==> config.mk <==
export PLATFORM = sky130hd
export DESIGN_NAME = api_frame_deframer_flat
export DESIGN_NICKNAME = d
export VERILOG_FILES = /design/src/hw/rtl/afd_pkg.sv /design/src/hw/rtl/afd_in_if.sv /design/src/hw/rtl/afd_out_if.sv /design/src/hw/rtl/afd_parser.sv /design/src/hw/rtl/afd_out_reg.sv /design/src/hw/rtl/api_frame_deframer.sv /design/src/flat_wrapper.sv
export VERILOG_INCLUDE_DIRS = /design/src /design/src/hw/rtl
export SDC_FILE = /design/constraint.sdc
export NUM_CORES = 1
export LEC_CHECK = 0
export CORE_ASPECT_RATIO = 0.5
export CORE_MARGIN = 1.5
export CORE_UTILIZATION = 30
export CTS_CLUSTER_DIAMETER = 120
export DETAILED_ROUTE_END_ITERATION = 8
export DONT_BUFFER_PORTS = 1
export SLEW_MARGIN = 20
export SYNTH_ARGS = -nofsm -noshare
export SYNTH_HDL_FRONTEND = slang
export SYNTH_SLANG_ARGS = --single-unit
==> constraint.sdc <==
create_clock -name i_clk -period 2.7 [get_ports i_clk]
set_input_delay 0.135 -clock i_clk [delete_from_list [all_inputs] [get_ports i_clk]]
set_output_delay 0.135 -clock i_clk [all_outputs]
set_load 0.01 [all_outputs]
==> src/hw/rtl/assert_macros.svh <==
// Assertion helpers shared by the RTL.
`ifndef ASSERT_MACROS_SVH
`define ASSERT_MACROS_SVH

// a holds in the same cycle implies b
`define AFD_ASSERT_IMPL(label, clk, rst_n, a, b) \
    label: assert property (@(posedge clk) disable iff (!(rst_n)) (a) |-> (b)) \
        else $error("assertion failed");

// a implies b on the next cycle
`define AFD_ASSERT_NEXT(label, clk, rst_n, a, b) \
    label: assert property (@(posedge clk) disable iff (!(rst_n)) (a) |=> (b)) \
        else $error("assertion failed");

`endif

==> src/hw/rtl/afd_pkg.sv <==
`timescale 1ns / 1ps

package afd_pkg;

    localparam logic [7:0] DELIM_BYTE = 8'h7E;
    localparam logic [7:0] CSUM_BASE  = 8'hFF;
    localparam logic [15:0] MAX_LEN_RESET = 16'hFFFF;

    localparam logic KIND_PAYLOAD = 1'b0;
    localparam logic KIND_STATUS  = 1'b1;

    typedef enum logic [2:0] {
        ST_OK      = 3'd0,
        ST_NODELIM = 3'd1,
        ST_TRUNC   = 3'd2,
        ST_LONG    = 3'd3,
        ST_BADCS   = 3'd4
    } t_status;

    typedef struct packed {
        logic        result_kind;
        logic [7:0]  payload_byte;
        logic [15:0] payload_position;
        logic [2:0]  frame_status;
        logic [15:0] frame_length;
    } t_result;

endpackage

==> src/hw/rtl/afd_in_if.sv <==
`timescale 1ns / 1ps

interface afd_in_if;
    logic       valid;
    logic       ready;
    logic [7:0] data_byte;
    logic       end_of_buffer;

    modport source (output valid, output data_byte, output end_of_buffer, input ready);
    modport sink   (input valid, input data_byte, input end_of_buffer, output ready);
endinterface

==> src/hw/rtl/afd_out_if.sv <==
`timescale 1ns / 1ps

interface afd_out_if;
    logic        valid;
    logic        ready;
    logic        result_kind;
    logic [7:0]  payload_byte;
    logic [15:0] payload_position;
    logic [2:0]  frame_status;
    logic [15:0] frame_length;

    modport source (output valid, output result_kind, output payload_byte,
                    output payload_position, output frame_status, output frame_length,
                    input ready);
    modport sink   (input valid, input result_kind, input payload_byte,
                    input payload_position, input frame_status, input frame_length,
                    output ready);
endinterface

==> src/hw/rtl/afd_parser.sv <==
`timescale 1ns / 1ps

module afd_parser (
    input  logic             i_clk,
    input  logic             i_rst_n,
    input  logic             i_accept,
    input  logic [7:0]       i_data_byte,
    input  logic             i_end_of_buffer,
    input  logic             i_cfg_we,
    input  logic [15:0]      i_cfg_data,
    output logic             o_res_valid,
    output afd_pkg::t_result o_res
);
    import afd_pkg::*;
    `include "assert_macros.svh"

    typedef enum logic [2:0] {
        PH_HUNT    = 3'd0,
        PH_LENHI   = 3'd1,
        PH_LENLO   = 3'd2,
        PH_PAYLOAD = 3'd3,
        PH_CSUM    = 3'd4,
        PH_DONE    = 3'd5,
        PH_SKIP    = 3'd6,
        PH_SKIPCS  = 3'd7
    } t_phase;

    t_phase      r_phase, n_phase;
    logic [15:0] r_len, n_len;
    logic [15:0] r_seen, n_seen;
    logic [7:0]  r_sum, n_sum;
    logic [15:0] r_max;

    logic        stat_fire;
    t_status     stat_code;
    logic [15:0] stat_len;
    logic        pay_fire;
    logic [15:0] seen_inc;
    logic [15:0] len_full;
    logic [7:0]  want_sum;

    assign seen_inc = r_seen + 16'd1;
    assign len_full = {r_len[15:8], i_data_byte};
    assign want_sum = CSUM_BASE - r_sum;

    always_comb begin
        n_phase   = r_phase;
        n_len     = r_len;
        n_seen    = r_seen;
        n_sum     = r_sum;
        stat_fire = 1'b0;
        stat_code = ST_OK;
        stat_len  = 16'd0;
        pay_fire  = 1'b0;
        unique case (r_phase)
            PH_HUNT: begin
                if (i_data_byte == DELIM_BYTE) begin
                    n_len  = 16'd0;
                    n_seen = 16'd0;
                    n_sum  = 8'd0;
                    if (i_end_of_buffer) begin
                        stat_fire = 1'b1;
                        stat_code = ST_TRUNC;
                    end else begin
                        n_phase = PH_LENHI;
                    end
                end else if (i_end_of_buffer) begin
                    stat_fire = 1'b1;
                    stat_code = ST_NODELIM;
                end
            end
            PH_LENHI: begin
                if (i_end_of_buffer) begin
                    stat_fire = 1'b1;
                    stat_code = ST_TRUNC;
                end else begin
                    n_len   = {i_data_byte, 8'd0};
                    n_phase = PH_LENLO;
                end
            end
            PH_LENLO: begin
                n_len = len_full;
                if (i_end_of_buffer) begin
                    stat_fire = 1'b1;
                    stat_code = ST_TRUNC;
                    stat_len  = len_full;
                end else begin
                    n_seen = 16'd0;
                    n_sum  = 8'd0;
                    // limit is sampled once, here
                    if (len_full > r_max) begin
                        n_phase = (len_full == 16'd0) ? PH_SKIPCS : PH_SKIP;
                    end else begin
                        n_phase = (len_full == 16'd0) ? PH_CSUM : PH_PAYLOAD;
                    end
                end
            end
            PH_PAYLOAD: begin
                if (i_end_of_buffer) begin
                    stat_fire = 1'b1;
                    stat_code = ST_TRUNC;
                    stat_len  = r_len;
                end else begin
                    pay_fire = 1'b1;
                    n_sum    = r_sum + i_data_byte;
                    n_seen   = seen_inc;
                    if (seen_inc == r_len) begin
                        n_phase = PH_CSUM;
                    end
                end
            end
            PH_CSUM: begin
                stat_fire = 1'b1;
                stat_code = (want_sum == i_data_byte) ? ST_OK : ST_BADCS;
                stat_len  = r_len;
            end
            PH_SKIP: begin
                if (i_end_of_buffer) begin
                    stat_fire = 1'b1;
                    stat_code = ST_TRUNC;
                    stat_len  = r_len;
                end else begin
                    n_seen = seen_inc;
                    if (seen_inc == r_len) begin
                        n_phase = PH_SKIPCS;
                    end
                end
            end
            PH_SKIPCS: begin
                stat_fire = 1'b1;
                stat_code = ST_LONG;
                stat_len  = r_len;
            end
            PH_DONE: begin
                if (i_end_of_buffer) begin
                    n_len   = 16'd0;
                    n_seen  = 16'd0;
                    n_sum   = 8'd0;
                    n_phase = PH_HUNT;
                end
            end
            default: begin
                n_phase = PH_HUNT;
            end
        endcase
        if (stat_fire) begin
            n_len   = 16'd0;
            n_seen  = 16'd0;
            n_sum   = 8'd0;
            n_phase = i_end_of_buffer ? PH_HUNT : PH_DONE;
        end
    end

    always_comb begin
        o_res_valid = i_accept && (stat_fire || pay_fire);
        o_res       = '0;
        if (stat_fire) begin
            o_res.result_kind  = KIND_STATUS;
            o_res.frame_status = stat_code;
            o_res.frame_length = stat_len;
        end else begin
            o_res.result_kind      = KIND_PAYLOAD;
            o_res.payload_byte     = i_data_byte;
            o_res.payload_position = r_seen;
            o_res.frame_length     = r_len;
        end
    end

    always_ff @(posedge i_clk) begin
        if (!i_rst_n) begin
            r_phase <= PH_HUNT;
            r_len   <= 16'd0;
            r_seen  <= 16'd0;
            r_sum   <= 8'd0;
            r_max   <= MAX_LEN_RESET;
        end else begin
            if (i_accept) begin
                r_phase <= n_phase;
                r_len   <= n_len;
                r_seen  <= n_seen;
                r_sum   <= n_sum;
            end
            if (i_cfg_we) begin
                r_max <= i_cfg_data;
            end
        end
    end

    `AFD_ASSERT_IMPL(a_payload_status_ok, i_clk, i_rst_n,
        o_res_valid && (o_res.result_kind == KIND_PAYLOAD), o_res.frame_status == ST_OK)
    `AFD_ASSERT_NEXT(a_hunt_after_last, i_clk, i_rst_n,
        i_accept && i_end_of_buffer, r_phase == PH_HUNT)
    `AFD_ASSERT_IMPL(a_seen_below_len, i_clk, i_rst_n,
        r_phase == PH_PAYLOAD, r_seen < r_len)

endmodule

==> src/hw/rtl/afd_out_reg.sv <==
`timescale 1ns / 1ps

module afd_out_reg (
    input  logic             i_clk,
    input  logic             i_rst_n,
    input  logic             i_load,
    input  afd_pkg::t_result i_res,
    input  logic             i_ready,
    output logic             o_valid,
    output afd_pkg::t_result o_res,
    output logic             o_can_take
);
    import afd_pkg::*;
    `include "assert_macros.svh"

    logic    r_valid;
    t_result r_res;

    // slot frees up in the same cycle the consumer takes it
    assign o_can_take = !r_valid || i_ready;
    assign o_valid    = r_valid;
    assign o_res      = r_res;

    always_ff @(posedge i_clk) begin
        if (!i_rst_n) begin
            r_valid <= 1'b0;
        end else if (o_can_take) begin
            r_valid <= i_load;
        end
    end

    always_ff @(posedge i_clk) begin
        if (o_can_take && i_load) begin
            r_res <= i_res;
        end
    end

    `AFD_ASSERT_NEXT(a_stalled_result_held, i_clk, i_rst_n,
        r_valid && !i_ready, r_valid && $stable(r_res))

endmodule

==> src/hw/rtl/api_frame_deframer.sv <==
`timescale 1ns / 1ps
// A result is registered once: it appears on o_out in the cycle after the byte that causes it
// is accepted. Throughput: one byte per cycle while the output slot is free; the parser state
// updates on each accepted byte, the single output register whenever its slot is free, and input
// ready follows the output register's slot. Reset (synchronous, active low): parser hunts for a
// delimiter, length limit is 65535, output register empty.

module api_frame_deframer (
    input  logic         i_clk,
    input  logic         i_rst_n,
    afd_in_if.sink       i_in,
    afd_out_if.source    o_out,
    input  logic         i_cfg_we,
    input  logic [15:0]  i_cfg_data
);
    import afd_pkg::*;

    logic    can_take;
    logic    accept;
    logic    res_valid;
    t_result res;
    t_result out_res;

    assign i_in.ready = can_take;
    assign accept     = i_in.valid && can_take;

    afd_parser u_parser (
        .i_clk           (i_clk),
        .i_rst_n         (i_rst_n),
        .i_accept        (accept),
        .i_data_byte     (i_in.data_byte),
        .i_end_of_buffer (i_in.end_of_buffer),
        .i_cfg_we        (i_cfg_we),
        .i_cfg_data      (i_cfg_data),
        .o_res_valid     (res_valid),
        .o_res           (res)
    );

    afd_out_reg u_out_reg (
        .i_clk      (i_clk),
        .i_rst_n    (i_rst_n),
        .i_load     (res_valid),
        .i_res      (res),
        .i_ready    (o_out.ready),
        .o_valid    (o_out.valid),
        .o_res      (out_res),
        .o_can_take (can_take)
    );

    assign o_out.result_kind      = out_res.result_kind;
    assign o_out.payload_byte     = out_res.payload_byte;
    assign o_out.payload_position = out_res.payload_position;
    assign o_out.frame_status     = out_res.frame_status;
    assign o_out.frame_length     = out_res.frame_length;

endmodule

==> src/flat_wrapper.sv <==
// flat-port wrapper written by rule: the top's interface ports become plain ports
module api_frame_deframer_flat import afd_pkg::*;
  (i_clk, i_rst_n, i_cfg_we, i_cfg_data, i_in_valid, i_in_data_byte, i_in_end_of_buffer, i_in_ready, o_out_valid, o_out_result_kind, o_out_payload_byte, o_out_payload_position, o_out_frame_status, o_out_frame_length, o_out_ready);
  afd_in_if i_in_i ();
  afd_out_if o_out_i ();
  input  logic i_clk;
  input  logic i_rst_n;
  input  logic i_cfg_we;
  input  logic [15:0] i_cfg_data;
  input wire logic [$bits(i_in_i.valid)-1:0] i_in_valid;
  input wire logic [$bits(i_in_i.data_byte)-1:0] i_in_data_byte;
  input wire logic [$bits(i_in_i.end_of_buffer)-1:0] i_in_end_of_buffer;
  output wire logic [$bits(i_in_i.ready)-1:0] i_in_ready;
  output wire logic [$bits(o_out_i.valid)-1:0] o_out_valid;
  output wire logic [$bits(o_out_i.result_kind)-1:0] o_out_result_kind;
  output wire logic [$bits(o_out_i.payload_byte)-1:0] o_out_payload_byte;
  output wire logic [$bits(o_out_i.payload_position)-1:0] o_out_payload_position;
  output wire logic [$bits(o_out_i.frame_status)-1:0] o_out_frame_status;
  output wire logic [$bits(o_out_i.frame_length)-1:0] o_out_frame_length;
  input wire logic [$bits(o_out_i.ready)-1:0] o_out_ready;
  assign i_in_i.valid = i_in_valid;
  assign i_in_i.data_byte = i_in_data_byte;
  assign i_in_i.end_of_buffer = i_in_end_of_buffer;
  assign i_in_ready = i_in_i.ready;
  assign o_out_valid = o_out_i.valid;
  assign o_out_result_kind = o_out_i.result_kind;
  assign o_out_payload_byte = o_out_i.payload_byte;
  assign o_out_payload_position = o_out_i.payload_position;
  assign o_out_frame_status = o_out_i.frame_status;
  assign o_out_frame_length = o_out_i.frame_length;
  assign o_out_i.ready = o_out_ready;
  api_frame_deframer u_core (.i_clk(i_clk), .i_rst_n(i_rst_n), .i_in(i_in_i), .o_out(o_out_i), .i_cfg_we(i_cfg_we), .i_cfg_data(i_cfg_data));
endmodule
==> impl_metrics.json <==
{
  "clk_pin_slew_worst_paths_ns": 0.07,
  "synth.cell_area_mm2": 0.00577,
  "grt_pass1_wl_um": 23700,
  "required_ns": 2.98,
  "syn_inst": 629,
  "port_buffers": 0,
  "dieArea_mm2": 0.0201,
  "first_global_vias": 4395,
  "antenna_found_initial": 0,
  "hold_viol_final": 0,
  "core-area_mm2": 0.0186,
  "max_stage_delay_ns": 0.38,
  "period_needed_ns": 2.70,
  "yosysTopAreaCell": "edfxtp_1",
  "grt-ovfl-total": 0,
  "path_class": "reg2reg",
  "fin_cells": 921,
  "power_density_mw_per_mm2": 490,
  "finalWirelength_um": 15000,
  "dp.cells": 876,
  "clockBufferDepth": 2,
  "synth_edf_count": 44,
  "clock_latency_ns": 0.34,
  "crit_chain": "inv_2 > ha_4 > nor2b_4 > o21a_1 > o21a_1 > o211ai_1 > a21boi_1 > o21ai_1 > a311o_1 > ha_1 > a21oi_1 > a21oi_1 > or3b_4 > mux2i_1",
  "die_w_um": 199,
  "r2r_cells": 14,
  "avgSynthCellArea_um2": 9.17,
  "start_util": 0.310,
  "fmax_ghz": 0.370,
  "yosysWarnings": 0,
  "dpl.hpwl_um": 10100,
  "place.gp.congestion": 0.844,
  "vias_per_cell": 5.09,
  "n_antenna_cell": 0,
  "drc": 0,
  "core.rowCount": 35,
  "failed_checks": "negative setup slack",
  "setup_violations": 1,
  "nNetsFinal": 714,
  "drt_iter0_markers": 290,
  "drv_cap": 0,
  "firstDrtPassIters": 5,
  "clockRootBuffer": "clkbuf_16",
  "cpMaxStageDelayCell": "a311o_1",
  "cts_inserted_buffers": 9,
  "grt_util_all_layers": 0.153,
  "syn_nets": 686,
  "async_reset_ff_frac": 0,
  "status": "finished with violations",
  "yosysSeqAreaShare": 0.438,
  "power_mw": 3.33,
  "drv_slew": 0,
  "antenna_left": 0,
  "avgRoutedWirePerCell_um": 16.3,
  "grt_setup_unrepaired": "yes",
  "worst-path-max-fanout": 2,
  "cp-start-kind": "flip-flop",
  "ir_drop_uv": 288,
  "ys_types": 64,
  "worst_slack_ns": -0.00165,
  "hold_depth": 1,
  "ys_ff_latch": 104,
  "skew_ns": 0.00561,
  "grt_max_degree": 64,
  "io_pins": 76,
  "r2r_setup_slack_ns": -0.002,
  "vias": 4689,
  "arrival_ns": 2.98,
  "maxSlewHeadroom": 0.367,
  "htreeDepth": 3,
  "hold_path.class": "in2reg",
  "areaGrowthSynthToFinish_pct": 17.9,
  "tritoncts": "done",
  "synthFlopType": "dfxtp_1",
  "end_kind": "flip-flop",
  "tightest_slew_ns": 0.946,
  "yosys.area.top_type_share": 0.229,
  "synth.top_cells.by_area": "edfxtp_1 23%, dfxtp_1 21%, ha_1 5.6%, nand2_1 5.5%, nor2b_1 5.2%",
  "p_leak_nw": 2.49,
  "finalCritPeriodShare": 1.00,
  "drive_above_1_share": 0.103,
  "clock_sinks": 104,
  "fp.dieH_um": 101
}
==> through the flow <==
stage / setup slack (ns) / setup TNS, ns / cell area, um^2 / utilization / hold slack, ns
after floorplan: 0.0587 / 0 / 5770 / - / 0.263
after global placement: -0.0325 / -0.0325 / 6160 / 0.331 / 0.220
after detailed placement: -0.103 / -0.103 / 6160 / 0.331 / 0.216
after CTS: 0.00982 / 0 / 6770 / 0.364 / 0.0118
after global routing: -0.144 / -0.144 / 6800 / 0.365 / 0.0238
final: -0.00165 / -0.00165 / 6800 / 0.365 / 0.0151
==> layout make-up <==
cell class,instances,area [um^2]
Clock buffer,10,239
Clock inverter,6,58.8
Fill cell,1841,11800
Inverter,27,101
Multi-Input combinational cell,455,3000
Sequential cell,104,2520
Tap cell,259,324
Timing Repair Buffer,60,548
==> state kept, by name (all words and copies together), names as in the netlist <==
register and count:
u_core.u_parser.r_seen 16, u_core.u_parser.r_max 16, u_core.u_parser.r_len 16, u_core.u_out_reg.o_res 44, u_core.u_parser.r_phase 3, u_core.u_parser.r_sum 8
u_core.u_out_reg.o_valid 1
==> routing by layer <==
layer,vias up,GRT usage,share of wire
met2,109,0.256,0.47
met5,-,0,0
li1,2312,-,-
met3,28,0.0331,0.046
met1,2240,0.195,0.46
met4,0,0.0530,0.023
==> worst paths after layout <==
check / from / to
setup / recovery: u_core.u_parser.r_max[1] / u_core.u_parser.r_phase[0]
hold / removal: i_in_data_byte[3] / u_core.u_out_reg.o_res[38]
setup reg to reg: u_core.u_parser.r_max[1] / u_core.u_parser.r_phase[0]
hold reg to reg: u_core.u_parser.r_sum[6] / u_core.u_parser.r_sum[6]
==> critical path, delay by kind of cell (launching register included) <==
family | cells | cell delay, ns
mux | 1 | 0.12
compound gates | 8 | 1.11
flops | 1 | 0.32
buf+inv | 1 | 0.04
simple gates | 2 | 0.49
fa+ha+maj | 2 | 0.56
==> logic make-up after synthesis <==
family	after synthesis	synth area share
muxes	4	0.00694
adders and majority gates	27	0.0599
DFF	104	0.438
xor gates and xnor gates	24	0.0365
buffers and inverters	70	0.0497
and+or+nand+nor	257	0.241
AOI/OAI and AO/OA	143	0.169
==> Yosys cell counts (3+ instances only) <==
library cell	n
o31ai_1	4
a22o_1	8
nor2_1	15
nand2_1	85
xor2_1	7
xnor2_1	17
a21o_1	5
nor2b_1	48
inv_1	27
mux2i_1	4
o21a_1	7
o21ai_0	30
buf_1	4
nand4_1	12
a21boi_0	25
nor3_1	14
a21oi_1	24
clkbuf_1	29
buf_2	6
nand3_1	28
nand4b_1	3
nor3b_1	4
nor4_1	14
a31oi_1	5
and2_1	7
or3_1	8
nand2b_1	3
dfxtp_1	60
ha_1	26
o211ai_1	18
edfxtp_1	44
==> where the power goes <==
group          switching [mW]  internal, mW
clock network           0.581         0.738
logic                   0.169         0.121
registers              0.0355          1.68
total                   0.786          2.54
==> repair_timing <==
| action | in CTS | in global routing |
|---|---|---|
| endpoints found under the setup margin | 1 | 3 |
| hold buffers | 27 | 0 |
| hold endpoints to repair | 64 | 0 |
| pin swaps | 6 | 5 |
| setup buffers | 1 | 1 |
| resized for setup | 5 | 6 |
==> cell usage in the layout (no fill, tap or decap), types with 12 or more instances in the layout <==
cell type,n
xnor2_1,17
a21boi_0,24
buf_4,32
nor2_1,15
o211ai_1,18
o21ai_0,28
dfxtp_1,59
dlygate4sd3_1,26
nand3_1,27
nand4_1,12
ha_1,24
nor2b_1,47
nor3_1,14
nor4_1,14
nand2_1,85
edfxtp_1,44
a21oi_1,24
inv_1,26
Note: power is estimated with default switching activity, not from simulation.
